<file path="src/hdl/cpu8_register_alu_execute_defines.svh">
// Assertion macros for the 8-bit CPU execute unit.
// Each macro expects a clk and an arst_n in the scope where it is used.
`ifndef CPU8_REGISTER_ALU_EXECUTE_DEFINES_SVH
`define CPU8_REGISTER_ALU_EXECUTE_DEFINES_SVH

// Same-cycle implication, checked out of reset
`define C8EX_ASSERT_NOW(label, ante, cons, msg) \
	label: assert property (@(posedge clk) disable iff (!arst_n) (ante) |-> (cons)) \
		else $error(msg);

// Next-cycle implication, checked out of reset
`define C8EX_ASSERT_NEXT(label, ante, cons, msg) \
	label: assert property (@(posedge clk) disable iff (!arst_n) (ante) |=> (cons)) \
		else $error(msg);

`endif

</file>
<file path="src/hdl/c8ex_pkg.sv">
// Shared types, operation codes and helpers of the 8-bit CPU execute unit.
// No dependencies.
package c8ex_pkg;

	// Decoded operation codes; codes above NOP behave as NOP
	typedef enum logic [5:0] {
		CMD_ADC = 6'd0, CMD_SBC, CMD_AND, CMD_ORA, CMD_EOR, CMD_BIT,
		CMD_CMP, CMD_CPX, CMD_CPY,
		CMD_ASL, CMD_LSR, CMD_ROL, CMD_ROR,
		CMD_INC, CMD_DEC, CMD_INX, CMD_INY, CMD_DEX, CMD_DEY,
		CMD_LDA, CMD_LDX, CMD_LDY, CMD_STA, CMD_STX, CMD_STY,
		CMD_TAX, CMD_TAY, CMD_TSX, CMD_TXA, CMD_TXS, CMD_TYA,
		CMD_CLC, CMD_CLD, CMD_CLI, CMD_CLV, CMD_SEC, CMD_SED, CMD_SEI,
		CMD_BCC, CMD_BCS, CMD_BEQ, CMD_BMI, CMD_BNE, CMD_BPL, CMD_BVC, CMD_BVS,
		CMD_PHA, CMD_PHP, CMD_PLA, CMD_PLP, CMD_NOP
	} cmd_t;

	localparam logic [7:0] SP_RESET = 8'hFD;
	localparam logic [7:0] PHP_B_MASK = 8'h10;

	typedef struct packed {
		logic n;
		logic v;
		logic d;
		logic i;
		logic z;
		logic c;
	} flags_t;

	// Architectural registers
	typedef struct packed {
		logic [7:0] a;
		logic [7:0] x;
		logic [7:0] y;
		logic [7:0] sp;
		flags_t     flags;
	} arch_t;

	// One input beat
	typedef struct packed {
		logic [5:0] cmd;
		logic [7:0] operand;
		logic       use_acc;
	} item_t;

	// Side outputs of one operation (memory/stack access and branch)
	typedef struct packed {
		logic       write_enable;
		logic [7:0] write_data;
		logic       stack_access;
		logic [7:0] stack_offset;
		logic       branch_taken;
	} side_t;

	// N V 1 B D I Z C with B read as 0
	function automatic logic [7:0] pack_status(flags_t f);
		return {f.n, f.v, 1'b1, 1'b0, f.d, f.i, f.z, f.c};
	endfunction

endpackage

</file>
<file path="src/hdl/c8ex_if.sv">
// Valid/ready channel interfaces of the 8-bit CPU execute unit:
// the decoded-operation input channel and the result channel. No dependencies.
interface c8ex_item_if;
	logic       valid;
	logic       ready;
	logic [5:0] cmd;
	logic [7:0] operand;
	logic       use_acc;

	modport source (output valid, output cmd, output operand, output use_acc, input ready);
	modport sink (input valid, input cmd, input operand, input use_acc, output ready);
endinterface

interface c8ex_result_if;
	logic       valid;
	logic       ready;
	logic       write_enable;
	logic [7:0] write_data;
	logic       stack_access;
	logic [7:0] stack_offset;
	logic       branch_taken;
	logic [7:0] acc_out;
	logic [7:0] x_out;
	logic [7:0] y_out;
	logic [7:0] status_out;

	modport source (
		output valid, output write_enable, output write_data, output stack_access,
		output stack_offset, output branch_taken, output acc_out, output x_out,
		output y_out, output status_out, input ready
	);
	modport sink (
		input valid, input write_enable, input write_data, input stack_access,
		input stack_offset, input branch_taken, input acc_out, input x_out,
		input y_out, input status_out, output ready
	);
endinterface

</file>
<file path="src/hdl/c8ex_alu.sv">
// Combinational execute logic: next registers, flags and side outputs of one operation.
// Depends on c8ex_pkg.
module c8ex_alu (
	input  c8ex_pkg::item_t item,
	input  c8ex_pkg::arch_t cur,
	output c8ex_pkg::arch_t nxt,
	output c8ex_pkg::side_t side
);

	logic [7:0]        opd;
	logic              cin;

	// binary add, also SBC with the operand inverted
	logic [7:0]        bin_b;
	logic [8:0]        bin_sum;
	logic              bin_v;

	// decimal add
	logic [4:0]        dadd_lo;
	logic [4:0]        dadd_lo_p6;
	logic [4:0]        dadd_lo_adj;
	logic [9:0]        dadd_raw;
	logic [9:0]        dadd_sum;

	// decimal subtract
	logic signed [5:0]  dsub_lo;
	logic signed [5:0]  dsub_lo_m6;
	logic signed [5:0]  dsub_lo_adj;
	logic signed [10:0] dsub_raw;
	logic signed [10:0] dsub_diff;

	// compares
	logic [7:0]        cmp_reg;
	logic [8:0]        cmp_diff;

	// shifts and rotates
	logic [7:0]        sh_in;
	logic [7:0]        sh_out;
	logic              sh_c;

	logic [7:0]        inc_v;
	logic [7:0]        dec_v;

	function automatic c8ex_pkg::flags_t with_nz(c8ex_pkg::flags_t f, logic [7:0] v);
		c8ex_pkg::flags_t r;
		r   = f;
		r.n = v[7];
		r.z = (v == 8'h00);
		return r;
	endfunction

	assign opd = item.operand;
	assign cin = cur.flags.c;

	// Binary ADC/SBC
	assign bin_b   = (item.cmd == c8ex_pkg::CMD_SBC) ? ~opd : opd;
	assign bin_sum = {1'b0, cur.a} + {1'b0, bin_b} + {8'h00, cin};
	assign bin_v   = ~(cur.a[7] ^ bin_b[7]) & (bin_sum[7] ^ bin_b[7]);

	// Decimal ADC: +6 on a low digit of ten or more, +0x60 on a sum of 0xA0 or more
	assign dadd_lo     = {1'b0, cur.a[3:0]} + {1'b0, opd[3:0]} + {4'h0, cin};
	assign dadd_lo_p6  = dadd_lo + 5'd6;
	assign dadd_lo_adj = (dadd_lo >= 5'd10) ? {1'b1, dadd_lo_p6[3:0]} : dadd_lo;
	assign dadd_raw    = {2'b00, cur.a[7:4], 4'h0} + {2'b00, opd[7:4], 4'h0}
		+ {5'h00, dadd_lo_adj};
	assign dadd_sum    = (dadd_raw >= 10'h0A0) ? dadd_raw + 10'h060 : dadd_raw;

	// Decimal SBC: borrow adjust per digit, V untouched
	assign dsub_lo     = $signed({2'b00, cur.a[3:0]}) - $signed({2'b00, opd[3:0]})
		- $signed({5'h00, ~cin});
	assign dsub_lo_m6  = dsub_lo - 6'sd6;
	assign dsub_lo_adj = dsub_lo[5] ? $signed({2'b11, dsub_lo_m6[3:0]}) : dsub_lo;
	assign dsub_raw    = $signed({3'b000, cur.a[7:4], 4'h0})
		- $signed({3'b000, opd[7:4], 4'h0})
		+ $signed({{5{dsub_lo_adj[5]}}, dsub_lo_adj});
	assign dsub_diff   = dsub_raw[10] ? dsub_raw - 11'sd96 : dsub_raw;

	// Compare against A, X or Y
	always_comb begin
		case (item.cmd)
			c8ex_pkg::CMD_CPX: cmp_reg = cur.x;
			c8ex_pkg::CMD_CPY: cmp_reg = cur.y;
			default:           cmp_reg = cur.a;
		endcase
	end
	assign cmp_diff = {1'b0, cmp_reg} - {1'b0, opd};

	// Shift unit, accumulator or memory operand
	always_comb begin
		sh_in = item.use_acc ? cur.a : opd;
		if (item.cmd == c8ex_pkg::CMD_ASL || item.cmd == c8ex_pkg::CMD_ROL) begin
			sh_c   = sh_in[7];
			sh_out = {sh_in[6:0], (item.cmd == c8ex_pkg::CMD_ROL) & cin};
		end else begin
			sh_c   = sh_in[0];
			sh_out = {(item.cmd == c8ex_pkg::CMD_ROR) & cin, sh_in[7:1]};
		end
	end

	assign inc_v = opd + 8'd1;
	assign dec_v = opd - 8'd1;

	// Operation decode
	always_comb begin
		nxt  = cur;
		side = '0;
		unique case (item.cmd) inside
			c8ex_pkg::CMD_ADC: begin
				if (cur.flags.d) begin
					nxt.a       = dadd_sum[7:0];
					nxt.flags   = with_nz(cur.flags, dadd_sum[7:0]);
					nxt.flags.c = (dadd_sum >= 10'h100);
					nxt.flags.v = (dadd_sum > 10'd127);
				end else begin
					nxt.a       = bin_sum[7:0];
					nxt.flags   = with_nz(cur.flags, bin_sum[7:0]);
					nxt.flags.c = bin_sum[8];
					nxt.flags.v = bin_v;
				end
			end
			c8ex_pkg::CMD_SBC: begin
				if (cur.flags.d) begin
					nxt.a       = dsub_diff[7:0];
					nxt.flags   = with_nz(cur.flags, dsub_diff[7:0]);
					nxt.flags.c = ~dsub_diff[10];
				end else begin
					nxt.a       = bin_sum[7:0];
					nxt.flags   = with_nz(cur.flags, bin_sum[7:0]);
					nxt.flags.c = bin_sum[8];
					nxt.flags.v = bin_v;
				end
			end
			c8ex_pkg::CMD_AND: begin
				nxt.a     = cur.a & opd;
				nxt.flags = with_nz(cur.flags, cur.a & opd);
			end
			c8ex_pkg::CMD_ORA: begin
				nxt.a     = cur.a | opd;
				nxt.flags = with_nz(cur.flags, cur.a | opd);
			end
			c8ex_pkg::CMD_EOR: begin
				nxt.a     = cur.a ^ opd;
				nxt.flags = with_nz(cur.flags, cur.a ^ opd);
			end
			c8ex_pkg::CMD_BIT: begin
				nxt.flags.z = ((cur.a & opd) == 8'h00);
				nxt.flags.n = opd[7];
				nxt.flags.v = opd[6];
			end
			c8ex_pkg::CMD_CMP, c8ex_pkg::CMD_CPX, c8ex_pkg::CMD_CPY: begin
				nxt.flags.c = ~cmp_diff[8];
				nxt.flags.z = (cmp_diff[7:0] == 8'h00);
				nxt.flags.n = cmp_diff[7];
			end
			c8ex_pkg::CMD_ASL, c8ex_pkg::CMD_LSR, c8ex_pkg::CMD_ROL, c8ex_pkg::CMD_ROR: begin
				nxt.flags   = with_nz(cur.flags, sh_out);
				nxt.flags.c = sh_c;
				if (item.use_acc) begin
					nxt.a = sh_out;
				end else begin
					side.write_enable = 1'b1;
					side.write_data   = sh_out;
				end
			end
			c8ex_pkg::CMD_INC: begin
				nxt.flags         = with_nz(cur.flags, inc_v);
				side.write_enable = 1'b1;
				side.write_data   = inc_v;
			end
			c8ex_pkg::CMD_DEC: begin
				nxt.flags         = with_nz(cur.flags, dec_v);
				side.write_enable = 1'b1;
				side.write_data   = dec_v;
			end
			c8ex_pkg::CMD_INX: begin
				nxt.x     = cur.x + 8'd1;
				nxt.flags = with_nz(cur.flags, cur.x + 8'd1);
			end
			c8ex_pkg::CMD_INY: begin
				nxt.y     = cur.y + 8'd1;
				nxt.flags = with_nz(cur.flags, cur.y + 8'd1);
			end
			c8ex_pkg::CMD_DEX: begin
				nxt.x     = cur.x - 8'd1;
				nxt.flags = with_nz(cur.flags, cur.x - 8'd1);
			end
			c8ex_pkg::CMD_DEY: begin
				nxt.y     = cur.y - 8'd1;
				nxt.flags = with_nz(cur.flags, cur.y - 8'd1);
			end
			c8ex_pkg::CMD_LDA: begin
				nxt.a     = opd;
				nxt.flags = with_nz(cur.flags, opd);
			end
			c8ex_pkg::CMD_LDX: begin
				nxt.x     = opd;
				nxt.flags = with_nz(cur.flags, opd);
			end
			c8ex_pkg::CMD_LDY: begin
				nxt.y     = opd;
				nxt.flags = with_nz(cur.flags, opd);
			end
			c8ex_pkg::CMD_STA: begin
				side.write_enable = 1'b1;
				side.write_data   = cur.a;
			end
			c8ex_pkg::CMD_STX: begin
				side.write_enable = 1'b1;
				side.write_data   = cur.x;
			end
			c8ex_pkg::CMD_STY: begin
				side.write_enable = 1'b1;
				side.write_data   = cur.y;
			end
			c8ex_pkg::CMD_TAX: begin
				nxt.x     = cur.a;
				nxt.flags = with_nz(cur.flags, cur.a);
			end
			c8ex_pkg::CMD_TAY: begin
				nxt.y     = cur.a;
				nxt.flags = with_nz(cur.flags, cur.a);
			end
			c8ex_pkg::CMD_TSX: begin
				nxt.x     = cur.sp;
				nxt.flags = with_nz(cur.flags, cur.sp);
			end
			c8ex_pkg::CMD_TXA: begin
				nxt.a     = cur.x;
				nxt.flags = with_nz(cur.flags, cur.x);
			end
			c8ex_pkg::CMD_TXS: nxt.sp = cur.x;
			c8ex_pkg::CMD_TYA: begin
				nxt.a     = cur.y;
				nxt.flags = with_nz(cur.flags, cur.y);
			end
			c8ex_pkg::CMD_CLC: nxt.flags.c = 1'b0;
			c8ex_pkg::CMD_CLD: nxt.flags.d = 1'b0;
			c8ex_pkg::CMD_CLI: nxt.flags.i = 1'b0;
			c8ex_pkg::CMD_CLV: nxt.flags.v = 1'b0;
			c8ex_pkg::CMD_SEC: nxt.flags.c = 1'b1;
			c8ex_pkg::CMD_SED: nxt.flags.d = 1'b1;
			c8ex_pkg::CMD_SEI: nxt.flags.i = 1'b1;
			c8ex_pkg::CMD_BCC: side.branch_taken = ~cur.flags.c;
			c8ex_pkg::CMD_BCS: side.branch_taken = cur.flags.c;
			c8ex_pkg::CMD_BEQ: side.branch_taken = cur.flags.z;
			c8ex_pkg::CMD_BMI: side.branch_taken = cur.flags.n;
			c8ex_pkg::CMD_BNE: side.branch_taken = ~cur.flags.z;
			c8ex_pkg::CMD_BPL: side.branch_taken = ~cur.flags.n;
			c8ex_pkg::CMD_BVC: side.branch_taken = ~cur.flags.v;
			c8ex_pkg::CMD_BVS: side.branch_taken = cur.flags.v;
			// push: write at SP, then SP decrements
			c8ex_pkg::CMD_PHA, c8ex_pkg::CMD_PHP: begin
				side.write_enable = 1'b1;
				side.stack_access = 1'b1;
				side.stack_offset = cur.sp;
				side.write_data   = (item.cmd == c8ex_pkg::CMD_PHA) ? cur.a
					: (c8ex_pkg::pack_status(cur.flags) | c8ex_pkg::PHP_B_MASK);
				nxt.sp            = cur.sp - 8'd1;
			end
			// pull: SP increments first, the access goes to the new SP
			c8ex_pkg::CMD_PLA, c8ex_pkg::CMD_PLP: begin
				nxt.sp            = cur.sp + 8'd1;
				side.stack_access = 1'b1;
				side.stack_offset = cur.sp + 8'd1;
				if (item.cmd == c8ex_pkg::CMD_PLA) begin
					nxt.a     = opd;
					nxt.flags = with_nz(cur.flags, opd);
				end else begin
					nxt.flags = '{n: opd[7], v: opd[6], d: opd[3], i: opd[2],
						z: opd[1], c: opd[0]};
				end
			end
			// NOP and unused codes
			default: begin
				nxt  = cur;
				side = '0;
			end
		endcase
	end

endmodule

</file>
<file path="src/hdl/cpu8_register_alu_execute.sv">
// An accepted operation beat goes through the input register, then the result register.
// Throughput: one operation per cycle unless a full result stage stalls on result.ready; the
// execute logic between the two registers updates A, X, Y, SP and flags.
// Reset (arst_n low, asynchronous): A, X, Y and flags clear, SP = 0xFD,
// both stages empty.
// Depends on c8ex_pkg, c8ex_if, c8ex_alu and cpu8_register_alu_execute_defines.svh.
`include "cpu8_register_alu_execute_defines.svh"

module cpu8_register_alu_execute (
	input  logic                 clk,
	input  logic                 arst_n,
	c8ex_item_if.sink            item,
	c8ex_result_if.source        result
);

	localparam c8ex_pkg::arch_t ARCH_RESET = '{
		a: 8'h00, x: 8'h00, y: 8'h00, sp: c8ex_pkg::SP_RESET, flags: '0
	};

	logic            v_s1;
	c8ex_pkg::item_t item_s1;
	logic            v_s2;
	c8ex_pkg::side_t side_s2;
	c8ex_pkg::arch_t arch_q;
	c8ex_pkg::arch_t arch_nxt;
	c8ex_pkg::side_t side_nxt;
	logic            advance;
	logic            in_ready;

	// Stage 1 moves into the result stage when that is empty or being drained
	assign advance  = v_s1 && (!v_s2 || result.ready);
	assign in_ready = !v_s1 || advance;
	assign item.ready = in_ready;

	// Input register
	always_ff @(posedge clk or negedge arst_n) begin
		if (!arst_n) begin
			v_s1 <= 1'b0;
		end else if (in_ready) begin
			v_s1 <= item.valid;
		end
	end

	always_ff @(posedge clk) begin
		if (in_ready && item.valid) begin
			item_s1 <= '{cmd: item.cmd, operand: item.operand, use_acc: item.use_acc};
		end
	end

	c8ex_alu u_alu (
		.item (item_s1),
		.cur  (arch_q),
		.nxt  (arch_nxt),
		.side (side_nxt)
	);

	// Architectural registers commit as the operation enters the result stage
	always_ff @(posedge clk or negedge arst_n) begin
		if (!arst_n) begin
			arch_q <= ARCH_RESET;
			v_s2   <= 1'b0;
		end else if (advance) begin
			arch_q <= arch_nxt;
			v_s2   <= 1'b1;
		end else if (result.ready) begin
			v_s2   <= 1'b0;
		end
	end

	always_ff @(posedge clk) begin
		if (advance) begin
			side_s2 <= side_nxt;
		end
	end

	// Result beat; registers always equal the state after the held operation
	assign result.valid        = v_s2;
	assign result.write_enable = side_s2.write_enable;
	assign result.write_data   = side_s2.write_data;
	assign result.stack_access = side_s2.stack_access;
	assign result.stack_offset = side_s2.stack_offset;
	assign result.branch_taken = side_s2.branch_taken;
	assign result.acc_out      = arch_q.a;
	assign result.x_out        = arch_q.x;
	assign result.y_out        = arch_q.y;
	assign result.status_out   = c8ex_pkg::pack_status(arch_q.flags);

	// Checks
	`C8EX_ASSERT_NEXT(a_state_hold, !advance, $stable(arch_q),
		"registers changed without an operation entering the result stage")
	`C8EX_ASSERT_NEXT(a_push_sp, advance && (item_s1.cmd == c8ex_pkg::CMD_PHA ||
		item_s1.cmd == c8ex_pkg::CMD_PHP), arch_q.sp == $past(arch_q.sp) - 8'd1,
		"push did not decrement the stack pointer")
	`C8EX_ASSERT_NOW(a_wd_zero, v_s2 && !side_s2.write_enable, side_s2.write_data == 8'h00,
		"write data nonzero without a write")
	`C8EX_ASSERT_NOW(a_soff_zero, v_s2 && !side_s2.stack_access,
		side_s2.stack_offset == 8'h00, "stack offset nonzero without a stack access")

endmodule
</file>
<file path="src/flat_wrapper.sv">
// flat-port wrapper written by rule: the top's interface ports become plain ports
module cpu8_register_alu_execute_flat 
  (clk, arst_n, item_valid, item_cmd, item_operand, item_use_acc, item_ready, result_valid, result_write_enable, result_write_data, result_stack_access, result_stack_offset, result_branch_taken, result_acc_out, result_x_out, result_y_out, result_status_out, result_ready);
  c8ex_item_if item_i ();
  c8ex_result_if result_i ();
  input  logic clk;
  input  logic arst_n;
  input wire logic [$bits(item_i.valid)-1:0] item_valid;
  input wire logic [$bits(item_i.cmd)-1:0] item_cmd;
  input wire logic [$bits(item_i.operand)-1:0] item_operand;
  input wire logic [$bits(item_i.use_acc)-1:0] item_use_acc;
  output wire logic [$bits(item_i.ready)-1:0] item_ready;
  output wire logic [$bits(result_i.valid)-1:0] result_valid;
  output wire logic [$bits(result_i.write_enable)-1:0] result_write_enable;
  output wire logic [$bits(result_i.write_data)-1:0] result_write_data;
  output wire logic [$bits(result_i.stack_access)-1:0] result_stack_access;
  output wire logic [$bits(result_i.stack_offset)-1:0] result_stack_offset;
  output wire logic [$bits(result_i.branch_taken)-1:0] result_branch_taken;
  output wire logic [$bits(result_i.acc_out)-1:0] result_acc_out;
  output wire logic [$bits(result_i.x_out)-1:0] result_x_out;
  output wire logic [$bits(result_i.y_out)-1:0] result_y_out;
  output wire logic [$bits(result_i.status_out)-1:0] result_status_out;
  input wire logic [$bits(result_i.ready)-1:0] result_ready;
  assign item_i.valid = item_valid;
  assign item_i.cmd = item_cmd;
  assign item_i.operand = item_operand;
  assign item_i.use_acc = item_use_acc;
  assign item_ready = item_i.ready;
  assign result_valid = result_i.valid;
  assign result_write_enable = result_i.write_enable;
  assign result_write_data = result_i.write_data;
  assign result_stack_access = result_i.stack_access;
  assign result_stack_offset = result_i.stack_offset;
  assign result_branch_taken = result_i.branch_taken;
  assign result_acc_out = result_i.acc_out;
  assign result_x_out = result_i.x_out;
  assign result_y_out = result_i.y_out;
  assign result_status_out = result_i.status_out;
  assign result_i.ready = result_ready;
  cpu8_register_alu_execute u_core (.clk(clk), .arst_n(arst_n), .item(item_i), .result(result_i));
endmodule
</file>
<file path="config.mk">
export PLATFORM = sky130hd
export DESIGN_NAME = cpu8_register_alu_execute_flat
export DESIGN_NICKNAME = d
export VERILOG_FILES = /design/src/hdl/c8ex_pkg.sv /design/src/hdl/c8ex_if.sv /design/src/hdl/c8ex_alu.sv /design/src/hdl/cpu8_register_alu_execute.sv /design/src/flat_wrapper.sv
export VERILOG_INCLUDE_DIRS = /design/src /design/src/hdl
export SDC_FILE = /design/constraint.sdc
export NUM_CORES = 1
export LEC_CHECK = 0
export ABC_AREA = 0
export BUFFER_PORTS_ARGS = -buffer_cell sky130_fd_sc_hd__buf_2
export CORE_AREA = 2 2 118 149
export CTS_CLUSTER_DIAMETER = 80
export DETAILED_ROUTE_END_ITERATION = 16
export DIE_AREA = 0 0 120 151
export GPL_TIMING_DRIVEN = 0
export PLACE_DENSITY_LB_ADDON = 0.3
export SYNTH_ARGS = -nofsm -noshare
export SYNTH_HDL_FRONTEND = slang
export SYNTH_SLANG_ARGS = --single-unit
</file>
<file path="constraint.sdc">
create_clock -name clk -period 5.7 [get_ports clk]
set_input_delay 1.14 -clock clk [delete_from_list [all_inputs] [get_ports clk]]
set_output_delay 1.14 -clock clk [all_outputs]
set_load 0.005 [all_outputs]
</file>
Yosys cells after proc, flatten, opt, wreduce, memory -nomap -nowiden
Index checks and enable logic that the tools add are counted.
Widths: inputs -> output; s select.
{ "op_classes": {"add_sub_neg": 23, "order_cmp": 4, "n_eq_ne": 53, "muxes": 33, "bitwise": 18, "n_reduce_logical": 56} }
{ "ops": {"columns": ["op", "count"], "rows": [
  ["$logic_not 8->1", 19],
  ["$eq 6x6->1 const B", 18],
  ["$eq 6x5->1 const B", 16],
  ["$pmux 8 s10", 1],
  ["$mux 8", 8],
  ["$pmux 9 s7", 1],
  ["$eq 6x4->1 const B", 8],
  ["$pmux 8 s5", 1],
  ["$pmux 1 s19", 2],
  ["$reduce_bool 19->1", 2],
  ["$add 8x1->8 const B", 4],
  ["$pmux 8 s4", 1],
  ["$sub 8x1->8 const B", 4],
  ["$eq 6x3->1 const B", 4],
  ["$pmux 8 s3", 1],
  ["$add 8x8->9", 2],
  ["$mux 6", 3],
  ["$pmux 9 s2", 1],
  ["$sub 8x8->9", 2],
  ["$pmux 8 s2", 1],
  ["$pmux 1 s5", 3],
  ["$reduce_bool 5->1", 3],
  ["$eq 6x2->1 const B", 2],
  ["$mux 11", 1],
  ["other kinds (47)", 79]
]} }
{ "totals": {"reg_bits": 74, "input_bits": 19, "output_inout_bits": 53, "elab_cells": 207} }

Depth between registers and ports, before layout
Gate-level depths: netlist (run 1).
{ "depth": {"word_depth": 10, "depth_mapped": 25, "mapped_depth_nobuf": 24} }

Modules after synthesis
A second synthesis (run 1) with hierarchy kept.
{ "unflattened": {"hier_cells": 1160, "hier_area_um2": 9469.1} }
{ "by_module_without_submodules": {"columns": ["module", "instances", "cells_per_inst", "area_each_um2", "seq_area_each_um2"], "rows": [
  ["c8ex_alu", 1, 1003, 6642.6, 0.0],
  ["cpu8_register_alu_execute", 1, 157, 2826.5, 2030.7]
]} }

Least setup slack after synthesis (run 1)
OpenSTA, ideal clock, no wires.
{ "synth_timing": {"path_type": "flip-flop to flip-flop", "start": "register u_core.item_s1[1] in the netlist's numbering", "end": "register u_core.arch_q (netlist bit u_core.result.acc_out[7])", "setup_time_ps": 140, "arrival_ps": 5185, "required_time_ps": 5560, "path_slack_ps": 375, "path_stages_with_launch": 26, "synth_period_minus_slack_ps": 5325, "cell_sequence": "edfxtp_1 -> clkbuf_1 -> inv_1 -> fa_1 -> fa_1 -> xor2_1 -> ha_1 -> inv_1 -> a31o_1 -> nand3_1 -> a41oi_2 -> inv_1 -> fa_1 -> inv_1 -> ha_1 -> inv_1 -> fa_1 -> clkbuf_1 -> xnor2_1 -> and2_1 -> a211o_1 -> nand2b_1 -> xnor2_1 -> mux2_2 -> o21ai_0 -> o22ai_1"} }
{ "synth_between": {"elab_chain_len": 9, "elab_cells_between_ends": 23, "classes_between": "12 x add/sub; 2 x order compare; 8 x mux; 1 x bitwise"} }
{ "synth_lines": {"columns": ["element", "line_no", "source"], "rows": [
  ["from (decl)", "cpu8_register_alu_execute.sv:21", "c8ex_pkg::item_t item_s1;"],
  ["from (signal assigned)", "cpu8_register_alu_execute.sv:46", "item_s1 <= '{cmd: item.cmd, operand: item.operand, use_acc: item.use_acc};"],
  ["$sub 4x4->5 / $add 4x4->5 (equally long branches)", "c8ex_alu.sv:69, c8ex_alu.sv:61", null],
  ["$sub 5x2->6 / $add 5x1->5 (equally long branches)", "c8ex_alu.sv:70, c8ex_alu.sv:61", null],
  ["$sub 4x4->4, or another cell as far along", "c8ex_alu.sv:71", "assign dsub_lo_m6 = dsub_lo - 6'sd6;"],
  ["$mux 6 / $mux 5 (equally long branches)", "c8ex_alu.sv:72, c8ex_alu.sv:63", null],
  ["$add 9x6->10 / $add 9x5->10 (equally long branches)", "c8ex_alu.sv:75, c8ex_alu.sv:65", null],
  ["$sub 10x8->11, or another cell as far along", "c8ex_alu.sv:76", "assign dsub_diff = dsub_raw[10] ? dsub_raw - 11'sd96 : dsub_raw;"],
  ["$mux 11 / $mux 10 (equally long branches)", "c8ex_alu.sv:76, c8ex_alu.sv:66", null],
  ["$mux 8 (on tied branches)", "c8ex_alu.sv:122, c8ex_alu.sv:109", null],
  ["$pmux 8 s10 *", "c8ex_alu.sv:107", "unique case (item.cmd) inside"],
  ["to (signal assigned)", "cpu8_register_alu_execute.sv:63", "arch_q <= arch_nxt;"],
  ["to (decl)", "cpu8_register_alu_execute.sv:24", "c8ex_pkg::arch_t arch_q;"]
]} }
Mark *: on every way between the ends. The rest lies on a longest branch, timed or not.
A chain may end at the register's enable or synchronous reset.

Final worst setup path (run 1)
{ "layout_timing": {"start": "register u_core.arch_q (netlist bit u_core.result.status_out[0])", "end": "register u_core.arch_q (netlist bit u_core.result.status_out[1])"} }
{ "layout_between": {"elab_chain_len": 10, "elab_cells_between_ends": 26, "classes_between": "9 x add/sub; 2 x order compare; 8 x mux; 3 x bitwise; 4 x reduce/logical"} }
{ "layout_lines": {"columns": ["element", "line_no", "source"], "rows": [
  ["$not 1->1", "c8ex_alu.sv:70", "- $signed({5'h00, ~cin});"],
  ["$sub 5x2->6", "c8ex_alu.sv:70", null],
  ["$sub 4x4->4", "c8ex_alu.sv:71", null],
  ["$mux 6", "c8ex_alu.sv:72", "assign dsub_lo_adj = dsub_lo[5] ? $signed({2'b11, dsub_lo_m6[3:0]}) : dsub_lo;"],
  ["$add 9x6->10", "c8ex_alu.sv:75", "+ $signed({{5{dsub_lo_adj[5]}}, dsub_lo_adj});"],
  ["$sub 10x8->11", "c8ex_alu.sv:76", null],
  ["$mux 11", "c8ex_alu.sv:76", null],
  ["$logic_not 8->1", "c8ex_alu.sv:48", "r.z = (v == 8'h00);"],
  ["$mux 6", "c8ex_alu.sv:122", "if (cur.flags.d) begin"],
  ["$pmux 1 s19 *", "c8ex_alu.sv:107", null]
]} }
Mark *: on every way between the ends. The rest lies on a longest branch, timed or not. The select of a mux whose other input is x is not followed.

==> metrics, run 1 <==
post-route minimum period=between 5 and 6 ns; slowest CP cell=fa_1; final routed DRC violation total=0; largest net degree at the start of global routing=approximately 40; area of the multi-input gates=~0.0065 sq mm; drt wl/cell=23.55 um; commonest non-fill, non-tap cell in the layout=nor2_1; first-pass GRT wire length=between 50 and 60 mm; I/O pins=72; Post-synth EDFFs=34; CP bufs+invs=5; Max Cap Viol=0; FF-to-FF setup slack=0.22 ns; worst setup margin=between 0.2 and 0.25 ns; Total Wirelength=35.61 mm; CP Cell Sequence=clkinvlp_4 > fa_1 > fa_2 > xor2_1 > ha_2 > inv_1 > a31o_1 > nand3_1 > a41oi_4 > inv_1 > fa_1 > inv_1 > ha_1 > inv_1 > fa_1 > ha_2 > nor2b_1 > o21ai_0 > o21ai_0 > a21oi_1 > o22ai_2 > and4_1 > o32ai_2 > a31oi_1; worst slew pin tran=~1.3 ns; worst skew pair latency=roughly 0.35 ns; critical path class=register to register; Primary FF master, synth=edfxtp_1; Clock Sinks=74; CTS HTree Levels=3; reg2reg end=u_core.result.status_out[1]; Die H=roughly 150 um; antenna cells=0; area of the mapped netlist=0.009353 sq mm; outcome=finished clean; Critical Path Fanout Max=6; worst slack, placed=-1.047 ns; max-slew violation count=0; initial antenna violation count=0; CP Capture Type=register; Cells on Worst Hold Path=1; hold crit path type=register to register; met3 Track Usage GR=approximately 8.5%; #FFs+latches synth=74; Final Wtd Congestion=about 1.1; WP depth=24; cell accounting for the most synthesized area=edfxtp_1; Initial Util=a little under three fifths; layout cell share with drive strength beyond 1=around 16%; Longest Clk Path Bufs=2; Root Buffer=clkbuf_16; final worst-path cycle share=a little over nine tenths; Clk pin slew, worst setup/hold paths=approximately 0.07 ns; Num CTS Buffers=9; Via density=between 6 and 7; Final ANT Viol Nets=0; R2R Path Start=u_core.result.status_out[0]; die width=120 um; Synth warnings=0; synth top area cells=edfxtp_1 11%, ha_1 9.1%, dfrtp_1 8.8%; Final Util=62.96%; Pwr Density=496.6 mW/mm^2; post-synth top area share=10.92%; ys async rst share=between 50% and 60%; delay-heaviest family, CP=adder cells; GR Overflow Total=0; Hold EP=u_core.result.valid; DIE AREA=roughly 0.018 sq mm; commonest cells after routing, fill and taps aside=100 x nor2_1, 94 x nand2_1, 87 x buf_2; Vias=about 10000; row count=between 50 and 60; GR peak layer=met2; HPWL Detailed=roughly 26 mm; Rel. slew slack=about an eighth; port bufs=between 60 and 70; critical path arrival=5.68 ns; core area=roughly 0.017 sq mm; Critical Path Most Common Cell=inv_1; R2R cell count=24; P_leak=roughly 4.2 nW; Yosys cell types=96; Largest stage delay, worst path=approximately 0.49 ns; drt first pass iters=6; Nets=between 1000 and 1500; syn_area_per_cell=7.866 sq um; M2 GR Usage=between 60 and 70%; Register Area=just over 0.002 sq mm; Setup Viol. Count Final=0; endpoints failing hold=0; register area share after synthesis=21.71%; All-Layer GR Usage=between 30% and 40%; worst vdd ir=roughly 0.74 mV; Crit path required time=5.91 ns; area delta synth->final=12.05%; global-route track usage on met1=between 40% and 50%; Post-Syn Instances=about 1200; First DRT Iteration DRCs=1782; TritonCTS clock tree=done; vias in the first global route=between 9000 and 10000; Startpoint Class=register; clk_skew=roughly 0.0085 ns; Syn Nets=~1300; fill count=1522; fmax=0.1825 GHz; post-route setup TNS=0 ns; hold path startpoint=u_core.v_s1
[stage by stage]
step | cells | total power [mW] | hold WS (ns) | instance area, sq um
global placement | 1478 | 4.287 | 0.4639 | 9973
CTS | 1496 | 5.002 | 0.4875 | 10320
detailed placement | 1478 | 4.391 | 0.4819 | 9973
floorplan | 1189 | 3.423 | 0.4569 | 9353
global route | 1512 | 5.562 | 0.5276 | 10480
finish | 1512 | 5.205 | 0.4841 | 10480
[final cells by class]
cell class                 instances  share of cell area (%)
timing repair buffer              87                   4.585
inverter                          58                   2.256
sequential                        74                   19.40
multi-input combinational        936                   62.07
tap                              220                   2.627
clock inverter                     6                  0.4537
buffer                           121                   6.328
clock buffer                      10                   2.280
[per-layer routing]
metal  vias up  share of wire [%]
li1       4614                  -
met1      4806                 35
met2       785                 45
met3       228                 11
met4         0                8.3
met5         -                  0
[cells by family (layout without fill, tap and decap cells)]
family | Yosys count | in the layout | synth area share (%)
AO/OA/AOI/OAI | 365 | 365 | 26.34
adder cells (fa/ha/maj) | 78 | 78 | 11.24
multiplexers | 17 | 17 | 2.876
buffers and inverters | 179 | 282 | 9.257
flip-flops | 74 | 74 | 21.71
XOR/XNOR | 58 | 58 | 5.592
AND/OR/NAND/NOR | 416 | 416 | 22.90
other | 2 | 2 | 0.08030
[registers in the layout (all words and copies together), names as in the netlist, 5 cells and up, named ones only]
name / cells
u_core.result.acc_out: 8
u_core.item_s1: 15
u_core.result.stack_offset: 8
u_core.arch_q: 8
u_core.result.write_data: 8
u_core.result.y_out: 8
u_core.result.status_out: 5
u_core.result.x_out: 8
[power breakdown]
group / internal, mW / leakage (nW) / total (mW) / switching, mW
Clock: 0.312 / 0.140 / 0.569 / 0.258
Combinational: 1.57 / 3.21 / 3.75 / 2.18
Sequential: 0.675 / 0.807 / 0.884 / 0.210
[cell usage after synthesis (all sizes together), types with 11 or more instances]
master,instances
nand4,14
nor3,46
a22oi,21
a22o,11
nor2,102
nand3,37
nor4,20
a31oi,13
a221oi,25
buf,61
a222oi,13
or3,11
nand2,94
clkbuf,60
o21ai,93
a211oi,14
dfrtp,33
nand2b,22
a21oi,74
o22ai,12
inv,57
xnor2,40
xor2,17
nor2b,11
edfxtp,34
ha,68
[how the worst max path moves through the flow]
stage                                        endpoint                   startpoint  slack [ns]
after floorplan              u_core.result.acc_out[7]            u_core.item_s1[1]        0.37
after global placement    u_core.result.status_out[1]            u_core.item_s1[1]       -0.98
after detailed placement  u_core.result.status_out[1]            u_core.item_s1[1]       -1.05
after CTS                 u_core.result.status_out[1]            u_core.item_s1[1]        0.03
after global routing      u_core.result.status_out[1]  u_core.result.status_out[0]       -0.02
final                     u_core.result.status_out[1]  u_core.result.status_out[0]        0.22
[timing repair]
action                                 4_1_cts  5_1_grt
gates cloned                                 0        0
endpoints found under the hold margin        0        0
hold buffers                                 0        0
pin swaps                                    1        4
buffers inserted                             2       16
setup endpoints to repair                    7        6
resized for setup                           12       11
[worst register-to-register path: cells and delay by family (launching register included)]
family / cells / cell delay (ns)
fa+ha+maj: 7 / 2.39
compound gates: 8 / 1.27
simple gates: 3 / 0.52
buf+inv: 5 / 0.49
flops: 1 / 0.47
xor+xnor: 1 / 0.21
Note: power is estimated with default switching activity, not from simulation.
==> run 2, diff against run 1 <==
Settings changed: RECOVER_POWER from default to 50.
==> run 2 against run 1 <==
The run now ends with max-capacitance violations, max-slew violations left. Critical path type unchanged. Sequential power about the same. Highest routed layer unchanged. Critical endpoint is now u_core.result.acc_out[7]. Utilization decreased by 0.075 points. Non-clock buffer count stayed put. Register-to-register slack worse by 0.02 ns. Count of clock-buffer cells in the layout unchanged. Critical path depth did not move.
==> metrics, run 2 (synthesis gave the netlist of run 1 again) <==
hold slack=0.4813 ns (-0.002771 ns); hold crit path type=register to register; P_leak=4.126 nW (-0.79%); Via density=6.884 (-0.23%); FF-to-FF setup slack=0.20 ns (-0.02 ns); critical path arrival=5.71 ns (+0.03 ns); largest net degree at the start of global routing=41 (unchanged); Startpoint Class=register; Pwr Density=497.2 mW/mm^2 (+0.11%); R2R cell count=24 (unchanged); Root Buffer=clkbuf_16; Final ANT Viol Nets=0 (unchanged); CP Capture Type=register; Placed Cells incl. Taps=1478 (unchanged); Initial Util=56.19% (unchanged); antenna cells=0 (unchanged); commonest cells after routing, fill and taps aside=100 x nor2_1, 94 x nand2_1, 77 x buf_2; first-pass GRT wire length=54.42 mm (unchanged); max reg flops=15 (unchanged); Final Util=62.89% (-0.075 points); post-route minimum period=5.499 ns (+0.02025 ns); drt first pass iters=7 (+1); Max Cap Viol=1 (+1); area delta synth->final=11.92%; port bufs=69 (unchanged); worst skew pair latency=0.36 ns (about the same); final worst-path cycle share=96.48% (+0.36 points); failing checks=max-capacitance violations, max-slew violations; max-slew violation count=41 (+41); row count=53 (unchanged); clk_skew=0.01170 ns (+0.003169 ns); reg2reg end=u_core.result.acc_out[7]; worst slew pin tran=2.511 ns (+1.197 ns); drt wl/cell=23.61 um (+0.23%); Num CTS Buffers=9 (unchanged); layout cell share with drive strength beyond 1=15.71% (-0.77 points); I/O pins=72 (unchanged); R2R Path Start=u_core.result.status_out[0]; endpoints failing hold=0 (unchanged); core area=0.01664 sq mm (unchanged); Critical Path Source=u_core.result.status_out[0]; worst vdd ir=0.7395 mV (+0.12%); Rel. slew slack=-67.38% (-79 points); TritonCTS clock tree=done; final std cells w/o fill=1512 (unchanged); HPWL Detailed=26.44 mm (unchanged); All-Layer GR Usage=39.22% (unchanged); Clock Sinks=74 (unchanged); CTS HTree Levels=3 (unchanged); initial antenna violation count=0 (unchanged); vias in the first global route=9800 (unchanged); commonest non-fill, non-tap cell in the layout=nor2_1; DIE AREA=0.01812 sq mm (unchanged); critical path class=register to register; fmax=0.1818 GHz (-0.37%); die width=120 um (unchanged); First DRT Iteration DRCs=1888 (+5.9%); Final Wtd Congestion=1.077 (unchanged); Die H=151 um (unchanged); final routed DRC violation total=0 (unchanged); Total Wirelength=35.69 mm (+0.23%); Critical Path Fanout Max=7 (+1); Longest Clk Path Bufs=2 (unchanged); fill count=1526 (+0.26%); Clk pin slew, worst setup/hold paths=0.07 ns (about the same); crit path to=u_core.result.acc_out[7]; Setup Viol. Count Final=0 (unchanged); outcome=finished with violations; Vias=10410 (-0.23%); Crit path required time=5.91 ns (about the same); Nets=1384 (unchanged); GR Overflow Total=0 (unchanged); Biggest register=u_core.item_s1
==> run 2: changes by cell type in the layout (fill, tap and decap cells not counted), sizes merged <==
cell / change
buf: -15
clkbuf: +15
==> run 2: worst min-delay path by stage <==
stage | start | end | slack (ns) | depth (start not counted)
after global routing | u_core.v_s1 | u_core.result.valid | 0.53 | 1
after CTS | u_core.v_s1 | u_core.result.valid | 0.49 | 1
after global placement | u_core.v_s1 | u_core.result.valid | 0.46 | 1
after floorplan | u_core.v_s1 | u_core.result.valid | 0.46 | 1
final | u_core.v_s1 | u_core.result.valid | 0.48 | 1
after detailed placement | u_core.v_s1 | u_core.result.valid | 0.48 | 1
==> run 2: power breakdown <==
group	switching [mW]	total [mW]	internal, mW
combinational	2.18	3.75	1.57
sequential	0.209	0.884	0.675
clock	0.259	0.570	0.312
total	2.65	5.20	2.56
==> run 2: repair_timing <==
| action | in CTS | in global routing |
|---|---|---|
| endpoints found under the setup margin | 7 | 6 |
| buffers inserted | 2 | 16 |
| pin swaps | 1 | 4 |
| resized for setup | 12 | 11 |
| hold buffers | 0 | 0 |
==> run 2: cell type report <==
| class | count | area [sq um] | share of cell area (%) |
|---|---|---|---|
| Sequential cell | 74 | 2033 | 19.42 |
| Clock buffer | 10 | 239.0 | 2.283 |
| Inverter | 58 | 236.5 | 2.259 |
| Tap cell | 220 | 275.3 | 2.630 |
| Buffer | 121 | 663.1 | 6.335 |
| Clock inverter | 6 | 47.55 | 0.4542 |
| Timing Repair Buffer | 87 | 467.9 | 4.470 |
| Multi-Input combinational cell | 936 | 6505 | 62.14 |
==> run 2: worst max-delay path, stage by stage (launching register included) <==
cell        delay [ns]
dfrtp_2           0.47
clkinvlp_4        0.19
fa_1              0.49
fa_2              0.38
xor2_1            0.21
ha_2              0.22
inv_1             0.08
a31o_1            0.13
nand3_1           0.13
a41oi_4           0.32
inv_1             0.09
fa_1              0.39
inv_1             0.07
ha_1              0.16
inv_1             0.06
fa_1              0.36
clkbuf_1          0.20
xnor2_2           0.19
and2_1            0.18
a211o_1           0.29
nand2b_1          0.11
xnor2_1           0.10
mux2_2            0.28
o21ai_0           0.15
o22ai_1           0.09
==> run 2: through the flow <==
| step | area (sq um) | setup WS (ns) | TNS [ns] | total power, mW |
|---|---|---|---|---|
| after floorplan | 9353 | 0.3746 | 0 | 3.423 |
| after global placement | 9973 | -0.9813 | -4.815 | 4.287 |
| after detailed placement | 9973 | -1.047 | -5.459 | 4.391 |
| after CTS | 10320 | 0.03095 | 0 | 5.002 |
| after global routing | 10470 | -0.02101 | -0.02101 | 5.560 |
| final | 10470 | 0.2005 | 0 | 5.204 |
==> run 2: layer usage <==
| metal | track usage [%] | wire, um | up-vias | share of wire (%) |
|---|---|---|---|---|
| li1 | - | - | 4604 | - |
| met1 | 46.57 | 12900 | 4812 | 36 |
| met2 | 62.24 | 16060 | 759 | 45 |
| met3 | 8.509 | 3632 | 234 | 10 |
| met4 | 29.35 | 3101 | 0 | 8.7 |
| met5 | 0 | 0 | - | 0 |
